[src/sv/lls_pkg.sv]
`timescale 1ns / 1ps
package lls_pkg;

  localparam int unsigned TIME_W = 16;
  localparam int unsigned LOAD_W = 32;
  localparam int unsigned CFG_W  = 5;

  typedef enum logic [1:0] {
    ST_IDLE,
    ST_SCAN,
    ST_WRITE,
    ST_DONE
  } state_t;

  typedef struct packed {
    logic capture;
    logic scan;
    logic write;
    logic finish;
  } cmd_t;

  typedef struct packed {
    logic has_job;
    logic batch_last;
    logic scan_done;
    logic out_free;
  } status_t;

endpackage

[src/sv/lls_job_if.sv]
`timescale 1ns / 1ps
interface lls_job_if;
  logic                       valid;
  logic                       ready;
  logic [lls_pkg::TIME_W-1:0] job_time;
  logic                       has_job;
  logic                       batch_last;

  modport source (output valid, job_time, has_job, batch_last, input ready);
  modport sink (input valid, job_time, has_job, batch_last, output ready);
endinterface

[src/sv/lls_result_if.sv]
`timescale 1ns / 1ps
interface lls_result_if;
  logic                       valid;
  logic                       ready;
  logic [lls_pkg::LOAD_W-1:0] completion_time;

  modport source (output valid, completion_time, input ready);
  modport sink (input valid, completion_time, output ready);
endinterface

[src/sv/lls_ctrl.sv]
`timescale 1ns / 1ps
module lls_ctrl (
  input  logic             clk,
  input  logic             rst,
  input  logic             job_valid,
  output logic             job_ready,
  input  lls_pkg::status_t status,
  output lls_pkg::cmd_t    cmd
);

  lls_pkg::state_t state;
  lls_pkg::state_t state_next;

  always_ff @(posedge clk) begin
    if (rst) begin
      state <= lls_pkg::ST_IDLE;
    end else begin
      state <= state_next;
    end
  end

  always_comb begin
    state_next = state;
    cmd        = '0;
    job_ready  = 1'b0;
    unique case (state)
      lls_pkg::ST_IDLE: begin
        job_ready = !rst;
        if (job_valid && !rst) begin
          cmd.capture = 1'b1;
          state_next  = lls_pkg::ST_SCAN;
        end
      end
      lls_pkg::ST_SCAN: begin
        if (!status.has_job) begin
          state_next = status.batch_last ? lls_pkg::ST_DONE : lls_pkg::ST_IDLE;
        end else if (status.scan_done) begin
          state_next = lls_pkg::ST_WRITE;
        end else begin
          cmd.scan = 1'b1;
        end
      end
      lls_pkg::ST_WRITE: begin
        cmd.write  = 1'b1;
        state_next = status.batch_last ? lls_pkg::ST_DONE : lls_pkg::ST_IDLE;
      end
      lls_pkg::ST_DONE: begin
        if (status.out_free) begin
          cmd.finish = 1'b1;
          state_next = lls_pkg::ST_IDLE;
        end
      end
      default: begin
        state_next = lls_pkg::ST_IDLE;
      end
    endcase
  end

`ifndef SYNTH
  a_ready_idle: assert property (@(posedge clk) disable iff (rst)
    job_ready |-> (state == lls_pkg::ST_IDLE))
    else $error("job taken outside idle");
  a_write_after_scan: assert property (@(posedge clk) disable iff (rst)
    cmd.write |-> $past(state) == lls_pkg::ST_SCAN)
    else $error("write without a finished scan");
`endif

endmodule

[src/sv/lls_datapath.sv]
`timescale 1ns / 1ps
module lls_datapath #(
  parameter int unsigned MAX_SERVERS = 16
) (
  input  logic                        clk,
  input  logic                        rst,
  input  logic                        cfg_we,
  input  logic [lls_pkg::CFG_W-1:0]   cfg_wdata,
  input  logic [lls_pkg::TIME_W-1:0]  in_job_time,
  input  logic                        in_has_job,
  input  logic                        in_batch_last,
  output logic                        out_valid,
  input  logic                        out_ready,
  output logic [lls_pkg::LOAD_W-1:0]  out_completion_time,
  input  lls_pkg::cmd_t               cmd,
  output lls_pkg::status_t            status
);

  localparam int unsigned IDX_W = (MAX_SERVERS > 1) ? $clog2(MAX_SERVERS) : 1;
  localparam int unsigned CNT_W = $clog2(MAX_SERVERS + 1);

  logic [lls_pkg::LOAD_W-1:0] mem [MAX_SERVERS];
  logic [MAX_SERVERS-1:0]     vld;
  logic [lls_pkg::CFG_W-1:0]  server_count;
  logic [lls_pkg::TIME_W-1:0] job_time;
  logic                       has_job;
  logic                       batch_last;
  logic [CNT_W-1:0]           rd_idx;
  logic [IDX_W-1:0]           rd_idx_d;
  logic                       rd_pend;
  logic [lls_pkg::LOAD_W-1:0] rd_data;
  logic                       rd_vld;
  logic [lls_pkg::LOAD_W-1:0] best_val;
  logic [IDX_W-1:0]           best_idx;
  logic [lls_pkg::LOAD_W-1:0] max_load;
  logic [31:0]                cnt_wide;
  logic [CNT_W-1:0]           n_eff;
  logic                       rd_issue;
  logic [lls_pkg::LOAD_W-1:0] cand;
  logic [lls_pkg::LOAD_W:0]   sum;
  logic [lls_pkg::LOAD_W-1:0] sat;

  always_comb begin
    if (server_count == '0) begin
      cnt_wide = 32'd1;
    end else if (32'(server_count) > 32'(MAX_SERVERS)) begin
      cnt_wide = 32'(MAX_SERVERS);
    end else begin
      cnt_wide = 32'(server_count);
    end
  end

  assign n_eff    = cnt_wide[CNT_W-1:0];
  assign rd_issue = cmd.scan && (rd_idx != n_eff);
  assign cand     = rd_vld ? rd_data : '0;
  assign sum      = {1'b0, best_val} + (lls_pkg::LOAD_W + 1)'(job_time);
  assign sat      = sum[lls_pkg::LOAD_W] ? '1 : sum[lls_pkg::LOAD_W-1:0];

  assign status.has_job    = has_job;
  assign status.batch_last = batch_last;
  assign status.scan_done  = (rd_idx == n_eff) && !rd_pend;
  assign status.out_free   = !out_valid || out_ready;

  // load memory, one read a cycle during the scan
  always_ff @(posedge clk) begin
    if (rd_issue) begin
      rd_data <= mem[rd_idx[IDX_W-1:0]];
    end
    if (cmd.write) begin
      mem[best_idx] <= sat;
    end
  end

  always_ff @(posedge clk) begin
    if (cmd.capture) begin
      job_time   <= in_job_time;
      has_job    <= in_has_job;
      batch_last <= in_batch_last;
    end
    if (rd_issue) begin
      rd_idx_d <= rd_idx[IDX_W-1:0];
      rd_vld   <= vld[rd_idx[IDX_W-1:0]];
    end
    if (cmd.capture) begin
      best_val <= '1;
      best_idx <= '0;
    end else if (rd_pend && (cand <= best_val)) begin
      best_val <= cand;
      best_idx <= rd_idx_d;
    end
    if (cmd.finish) begin
      out_completion_time <= max_load;
    end
  end

  always_ff @(posedge clk) begin
    if (rst) begin
      server_count <= lls_pkg::CFG_W'(1);
      vld          <= '0;
      max_load     <= '0;
      rd_idx       <= '0;
      rd_pend      <= 1'b0;
      out_valid    <= 1'b0;
    end else begin
      if (cfg_we) begin
        server_count <= cfg_wdata;
      end
      if (cmd.capture) begin
        rd_idx <= '0;
      end else if (rd_issue) begin
        rd_idx <= rd_idx + CNT_W'(1);
      end
      rd_pend <= rd_issue;
      if (cmd.finish) begin
        vld      <= '0;
        max_load <= '0;
      end else if (cmd.write) begin
        vld[best_idx] <= 1'b1;
        if (sat > max_load) begin
          max_load <= sat;
        end
      end
      if (cmd.finish) begin
        out_valid <= 1'b1;
      end else if (out_ready) begin
        out_valid <= 1'b0;
      end
    end
  end

`ifndef SYNTH
  a_finish_clears: assert property (@(posedge clk) disable iff (rst)
    cmd.finish |=> (max_load == '0) && (vld == '0))
    else $error("loads not cleared at batch end");
  a_max_grows: assert property (@(posedge clk) disable iff (rst)
    cmd.write |=> (max_load >= $past(max_load)) && vld[$past(best_idx)])
    else $error("largest load lost on write");
  a_best_in_range: assert property (@(posedge clk) disable iff (rst)
    cmd.write |-> (CNT_W'(best_idx) < n_eff))
    else $error("job placed on an unused server");
`endif

endmodule

[src/sv/least_loaded_server_dispatch.sv]
`timescale 1ns / 1ps
// channel   dir  fields                              handshake
// job       in   job_time[15:0] has_job batch_last   valid/ready
// result    out  completion_time[31:0]               valid/ready
// cfg       in   cfg_wdata[4:0] (server_count)       cfg_we
//
// a job word makes one load memory read per server in use during the
// least-load scan, then one write back; a word without a job skips both
// batch end loads the result register once it is free; the result there
// may hold while the next word is taken
// reset: server_count 1, all loads zero, no result pending

module least_loaded_server_dispatch #(
  parameter int unsigned MAX_SERVERS = 16
) (
  input  logic                       clk,
  input  logic                       rst,
  input  logic                       cfg_we,
  input  logic [lls_pkg::CFG_W-1:0]  cfg_wdata,
  lls_job_if.sink                    job,
  lls_result_if.source               result
);

  lls_pkg::cmd_t    cmd;
  lls_pkg::status_t status;

  lls_ctrl u_ctrl (
    .clk       (clk),
    .rst       (rst),
    .job_valid (job.valid),
    .job_ready (job.ready),
    .status    (status),
    .cmd       (cmd)
  );

  lls_datapath #(
    .MAX_SERVERS (MAX_SERVERS)
  ) u_datapath (
    .clk                 (clk),
    .rst                 (rst),
    .cfg_we              (cfg_we),
    .cfg_wdata           (cfg_wdata),
    .in_job_time         (job.job_time),
    .in_has_job          (job.has_job),
    .in_batch_last       (job.batch_last),
    .out_valid           (result.valid),
    .out_ready           (result.ready),
    .out_completion_time (result.completion_time),
    .cmd                 (cmd),
    .status              (status)
  );

endmodule
[src/flat_wrapper.sv]
// flat-port wrapper written by rule: the top's interface ports become plain ports
module least_loaded_server_dispatch_flat 
#(
  parameter int unsigned MAX_SERVERS = 16
)
  (clk, rst, cfg_we, cfg_wdata, job_valid, job_job_time, job_has_job, job_batch_last, job_ready, result_valid, result_completion_time, result_ready);
  lls_job_if job_i ();
  lls_result_if result_i ();
  input  logic clk;
  input  logic rst;
  input  logic cfg_we;
  input  logic [lls_pkg::CFG_W-1:0] cfg_wdata;
  input wire logic [$bits(job_i.valid)-1:0] job_valid;
  input wire logic [$bits(job_i.job_time)-1:0] job_job_time;
  input wire logic [$bits(job_i.has_job)-1:0] job_has_job;
  input wire logic [$bits(job_i.batch_last)-1:0] job_batch_last;
  output wire logic [$bits(job_i.ready)-1:0] job_ready;
  output wire logic [$bits(result_i.valid)-1:0] result_valid;
  output wire logic [$bits(result_i.completion_time)-1:0] result_completion_time;
  input wire logic [$bits(result_i.ready)-1:0] result_ready;
  assign job_i.valid = job_valid;
  assign job_i.job_time = job_job_time;
  assign job_i.has_job = job_has_job;
  assign job_i.batch_last = job_batch_last;
  assign job_ready = job_i.ready;
  assign result_valid = result_i.valid;
  assign result_completion_time = result_i.completion_time;
  assign result_i.ready = result_ready;
  least_loaded_server_dispatch #(.MAX_SERVERS(MAX_SERVERS)) u_core (.clk(clk), .rst(rst), .cfg_we(cfg_we), .cfg_wdata(cfg_wdata), .job(job_i), .result(result_i));
endmodule
[config.mk]
export PLATFORM = sky130hd
export DESIGN_NAME = least_loaded_server_dispatch_flat
export DESIGN_NICKNAME = d
export VERILOG_FILES = /design/src/sv/lls_pkg.sv /design/src/sv/lls_job_if.sv /design/src/sv/lls_result_if.sv /design/src/sv/lls_ctrl.sv /design/src/sv/lls_datapath.sv /design/src/sv/least_loaded_server_dispatch.sv /design/src/flat_wrapper.sv
export SDC_FILE = /design/constraint.sdc
export NUM_CORES = 1
export LEC_CHECK = 0
export BUFFER_PORTS_ARGS = -buffer_cell sky130_fd_sc_hd__buf_2
export CAP_MARGIN = 20
export CORE_MARGIN = 1.5
export CORE_UTILIZATION = 50
export DETAILED_ROUTE_END_ITERATION = 10
export GPL_TIMING_DRIVEN = 0
export HOLD_SLACK_MARGIN = 0.08
export PLACE_DENSITY = 0.69
export SKIP_CTS_REPAIR_TIMING = 1
export SLEW_MARGIN = 20
export SYNTH_ARGS = -nofsm -noshare
export SYNTH_HDL_FRONTEND = slang
export SYNTH_HIERARCHICAL = 1
export SYNTH_SLANG_ARGS = --single-unit
export TNS_END_PERCENT = 30
[constraint.sdc]
create_clock -name clk -period 8.2 [get_ports clk]
set_input_delay 1.64 -clock clk [delete_from_list [all_inputs] [get_ports clk]]
set_output_delay 1.64 -clock clk [all_outputs]
set_load 0.02 [all_outputs]
# Yosys cells after proc, flatten, opt, wreduce, memory -nomap -nowiden

Memories as Yosys holds them, arrays and structs flattened. A register that Yosys moved wholly into a read port is not among the register bits.
Index checks and enable logic that the tools add are counted.

Register bits: 153
Bits in writable memories: 512
Input bits: 28
Output and inout bits: 34
Logic and storage cells: 76
Memories: 1

$add $sub $neg: 2
$lt $le $gt $ge: 6
Equality and inequality tests: 8
Multiplexer cells: 27
Bitwise logic cells: 1
Reductions and logical operators: 16

Memory list:

| name                  | words | width | rd ports | clocked after memory_dff | wr ports | RTL line           | source |
|---|---|---|---|---|---|---|---|
| u_core.u_datapath.mem | 16    | 32    | 1        | 1                        | 1        | lls_datapath.sv:22 | `logic [lls_pkg::LOAD_W-1:0] mem [MAX_SERVERS];` |

Operator list:

| cell                | number |
|---|---|
| $mux 32             | 2 |
| $add 32x16->33      | 1 |
| $gt 32x32->1        | 1 |
| $le 32x32->1        | 1 |
| $or 16x16->16       | 1 |
| $mux 1              | 15 |
| $lt 4x5->1 const B  | 2 |
| $mux 2              | 5 |
| $mux 5              | 2 |
| $pmux 2 s4          | 1 |
| $add 5x1->5 const B | 1 |
| $eq 5x5->1          | 1 |
| $gt 5x5->1 const B  | 1 |
| $logic_and 1x1->1   | 5 |
| $logic_not 5->1     | 1 |
| $ne 5x5->1          | 1 |
| $bmux 1 s4          | 1 |
| $demux 1 s4         | 1 |
| $eq 2x2->1 const B  | 2 |
| $ge 4x1->1 const B  | 1 |
| $reduce_or 2->1     | 2 |
| $logic_not 1->1     | 3 |
| $ne 3x2->1 const B  | 1 |
| $reduce_and 3->1    | 1 |
| 7 further kinds     | 7 |

# Logic depth before layout (Yosys ltp)

Word-level depth: 9
Depth in mapped cells: 20
Depth with buffers taken out: 17

# Hierarchy

The synthesis kept the hierarchy.

Modules (own cells, without submodules):

| module       | instances | cells an instance | area an instance (µm²) | seq. area each (µm²) |
|---|---|---|---|---|
| lls_datapath | 1         | 1,656             | 28,713.8               | 19,909.1 |
| lls_ctrl     | 1         | 18                | 152.6                  | 40.0 |

# Least setup slack after synthesis

Ideal clock, no wire load.

Path kind: reg-to-reg
From: register u_core/u_datapath/job_time[0] (netlist name)
To: register u_core/u_datapath/max_load[30] (netlist name)
Setup time: 71 ps
Arrival: 4,491 ps
Required time: 8,129 ps
Path slack: 3,639 ps
Cell stages (with the launch flop): 20
Path buffers: 4
Clock period less this slack: 4,561 ps
Cells stage by stage: edfxtp_1 > ha_1 > fa_1 > a211oi_1 > o21ai_2 > o21bai_4 > a21o_1 > or3b_1 > buf_2 > clkbuf_1 > nand2_1 > ha_1 > nand4_1 > nor4_1 > o311ai_0 > a31oi_1 > buf_2 > buf_2 > o211ai_1 > a21oi_1

Word-level cells in the longest chain between the ends: 4

Ends and longest elaborated chain:

| element                             | RTL line            | source |
|---|---|---|
| start: declaration                  | lls_datapath.sv:25  | `logic [lls_pkg::TIME_W-1:0] job_time;` |
| start signal: assignment            | lls_datapath.sv:76  | `job_time <= in_job_time;` |
| $add 32x16->33                      | lls_datapath.sv:56  | `assign sum = {1'b0, best_val} + (lls_pkg::LOAD_W + 1)'(job_time);` |
| $mux 32                             | lls_datapath.sv:57  | `assign sat = sum[lls_pkg::LOAD_W] ? '1 : sum[lls_pkg::LOAD_W-1:0];` |
| via u_core.u_datapath.sat (one bit) | lls_datapath.sv:41  | `logic [lls_pkg::LOAD_W-1:0] sat;` |
| $gt 32x32->1                        | lls_datapath.sv:119 | `if (sat > max_load) begin` |
| $reduce_and 2->1 (no line)          | --                  |  |
| end signal: assignment              | lls_datapath.sv:120 | `max_load <= sat;` |
| end: declaration                    | lls_datapath.sv:35  | `logic [lls_pkg::LOAD_W-1:0] max_load;` |

The timed path passes the listed nets, and every way through them passes these cells.
A chain may end at the register's enable or synchronous reset.

# Final worst setup path

Ends and elaborated chain as after synthesis.

==> reports/qor.txt <==
non-filler cells, final: 2663
Synth area leaders: edfxtp_1, mux4_2, dfxtp_1
final slew viol count: 0
static leakage: 11.4 nW
Pwr Total: 9.09 mW
count leader, synth: edfxtp_1
IO Port Bufs: 60
crit share post-route: 83.0%
register bit total from synthesis: 697
Fillers: 4070
CTS Buffer Depth: 3
nets: 1961
core box area: 56700 µm²
post-synth net total: 1784
Critical Path RT: 8720 ps
Mapped Area: 28900 µm²
crit path to: u_core/u_datapath/max_load[30]$_SDFFE_PP0P_
Std-Cell Rows: 87
starting density of the core: 50.9%
endpoints failing hold: 0
final RePlAce weighted congestion: 0.925
CP peak stage delay: 840 ps
vias in the first global route: 16343
Worst VDD drop: 0.178 mV
async set-or-reset flop fraction in the synthesized netlist: 0%
fraction of layout cells with a size suffix above 1: 23.3%
clock sink count: 697
RR Startpoint: u_core/u_datapath/job_time[0]$_DFFE_PP_
Post-synth EDFFs: 599
pre-CTS worst setup slack: 1510 ps
Post-Route WL: 69.4 mm
first-pass GRT wire length: 104 mm
met2 Track Usage GR: 39.6%
Setup CP Type: reg -> reg
Synth Warn #: 6
post-DP HPWL: 48.6 mm
crit path cell chain: ha_1 > fa_1 > a211oi_1 > o21ai_2 > o21bai_4 > a21o_1 > or3b_1 > buf_2 > clkbuf_1 > nand2_1 > ha_1 > nand4_1 > nor4_1 > o311ai_0 > a31oi_1 > buf_2 > buf_2 > o211ai_1 > a21oi_1
Die Span Y: 243 µm
CTS Root Cell: clkbuf_16
placed insts: 2533
worst-margin pin slew: 1090 ps
# IOs: 62
PwrDens: 273 nW/µm²
leading area contributor after synthesis: edfxtp_1
syn avg cell area: 17.2 µm²
antenna violations before repair: 1
Hold Slack: 445 ps
worst reg2reg path depth: 19
vias per cell: 5.91
Wirelength per Cell: 26.0 µm
grt met3 use: 3.60%
startpoint types: register
worst skew pair latency: 610 ps
synthesis-to-finish area growth: 15.4%
vias: 15745
CP arrival: 7330 ps
DRC viols: 0
Ant. Diodes: 0
outcome: finished clean
RSZ-0062 raised after global routing: false
Synth top cells by count: edfxtp_1, mux4_2, nor2_1
Reg clk slew, reported paths: 60 ps
Hold Crit Class: reg -> reg
ANT nets after route: 0
gr ovfl total: 0
DR pass1 iterations: 5
Period minus WS final: 6810 ps
Worst slew margin: 27.2%
post-synthesis sequential area ratio: 69.1%
met1 Resource Use GR: 32.5%
Synth cell types: 72
Primary FF master, synth: edfxtp_1
Top Usage Layer GRT: met2
reg-to-reg slack, setup: 1390 ps
Crit Reg-Reg Endpoint: u_core/u_datapath/max_load[30]$_SDFFE_PP0P_
Tot GR Track Use: 24.0%
Crit-path slowest cell: nor4_1
Die Wd: 243 µm
crit end category: register
largest net degree at the start of global routing: 36
post-synth top area share: 62.3%
setup TNS: 0 ps
max frequency: 0.147 GHz
critical path's most frequent cell: buf_2
initial drt markers: 1652
Critical Path Start: u_core/u_datapath/job_time[0]$_DFFE_PP_
CTS tree: built
Worst Skew: 26.6 ps
CTS buffer count: 71
cell count after synthesis: 1674
H-tree levels: 3
PnR worst setup slack: 1390 ps
max_cap viols: 0
DIE AREA: 59200 µm²
Final setup viols: 0
CP Max Fanout: 17
## kinds of logic (layout without fill, tap and decap cells)
| logic type | count (synthesis) | count (layout) | synth area share, % |
|---|---|---|---|
| DFF | 697 | 697 | 69.1 |
| and+or+nand+nor | 340 | 340 | 5.71 |
| muxes | 215 | 215 | 14.6 |
| AOI/OAI and AO/OA | 165 | 165 | 3.87 |
| buffers and inverters | 146 | 379 | 2.21 |
| adders and majority gates | 82 | 82 | 3.58 |
| xor gates and xnor gates | 29 | 29 | 0.880 |
## critical path: cells and delay by family, from the launching register on
kind | cells | cell delay [ps]
flip-flops | 1 | 400
adder cells (fa/ha/maj) | 3 | 1180
buffers and inverters | 4 | 1300
AND/OR/NAND/NOR | 4 | 1760
AO/OA/AOI/OAI | 8 | 2060
## power breakdown
part	leakage [nW]	switching (mW)	internal (mW)
registers	6.18	0.0678	4.36
logic	4.09	1.03	0.404
clock network	1.12	1.32	1.89
total	11.4	2.42	6.66
## sequential cells by signal, indices dropped and copies added (netlist names)
signal and count:
u_core/u_datapath/rd_vld 1, u_core/u_datapath/out_completion_time 32, u_core/u_datapath/server_count 5, u_core/u_datapath/batch_last 1, u_core/u_datapath/vld 16, u_core/u_datapath/rd_data 32
u_core/u_ctrl/state 2, u_core/u_datapath/has_job 1, u_core/u_datapath/max_load 32, u_core/u_datapath/job_time 16, u_core/u_datapath/rd_idx 5, u_core/u_datapath/rd_idx_d 4
u_core/u_datapath/out_valid 1, u_core/u_datapath/best_val 32, u_core/u_datapath/best_idx 4, u_core/u_datapath/rd_pend 1, u_core/u_datapath/mem 512
## layout by cell type (no fill, tap or decap), drive strengths merged, types with 3 or more instances in the layout
cell	count
mux2	5
o21ai	31
a211oi	9
a21o	14
o31ai	4
ha	81
nor2	145
nor4	5
clkbuf	140
a31o	5
o21bai	4
or3	3
o21a	6
edfxtp	599
and3	5
a221oi	3
and2	33
a21boi	3
a311oi	12
nand2	54
xor2	10
o211ai	6
buf	135
mux2i	45
a211o	3
inv	72
a21oi	46
clkinv	21
nand2b	18
nand4	20
bufinv	8
nor3	20
nor2b	10
mux4	165
nand3	15
xnor2	19
a31oi	9
clkinvlp	3
dfxtp	98
## metal layers
layer / up-vias / wire (µm)
li1: 6946 / -
met1: 8034 / 28100
met2: 641 / 34200
met3: 124 / 4950
met4: 0 / 2100
met5: - / 0
## worst min-delay path by stage
stage	startpoint	cells past startpoint	slack (ps)	to
final	u_core/u_datapath/rd_idx[3]$_SDFFE_PP0P_	0	440	u_core/u_datapath/rd_idx_d[3]$_DFFE_PP_
after global routing	u_core/u_datapath/rd_idx[3]$_SDFFE_PP0P_	0	450	u_core/u_datapath/rd_idx_d[3]$_DFFE_PP_
after CTS	u_core/u_datapath/rd_idx[3]$_SDFFE_PP0P_	0	450	u_core/u_datapath/rd_idx_d[3]$_DFFE_PP_
after detailed placement	u_core/u_datapath/rd_idx[3]$_SDFFE_PP0P_	0	420	u_core/u_datapath/rd_idx_d[3]$_DFFE_PP_
after global placement	u_core/u_datapath/rd_idx[3]$_SDFFE_PP0P_	0	420	u_core/u_datapath/rd_idx_d[3]$_DFFE_PP_
after floorplan	u_core/u_datapath/rd_idx[3]$_SDFFE_PP0P_	0	410	u_core/u_datapath/rd_idx_d[3]$_DFFE_PP_
## metrics by stage
step                instance area [µm²]  utilization, %
floorplan                         28900               -
global placement                  30100            53.1
CTS                               33300            58.7
global route                      33300            58.7
detailed placement                31000            54.6
finish                            33300            58.7
## area by class of cell
cell class | count | area, µm² | area share (%)
plain buffers | 77 | 384 | 1.15
clock buffers | 94 | 1900 | 5.72
clock inverters | 35 | 399 | 1.20
inverters | 69 | 259 | 0.777
multi-input cells | 831 | 8400 | 25.2
flip-flops and latches | 697 | 19900 | 59.9
well taps | 756 | 946 | 2.84
repair buffers | 104 | 1070 | 3.21
Note: power is estimated with default switching activity, not from simulation.
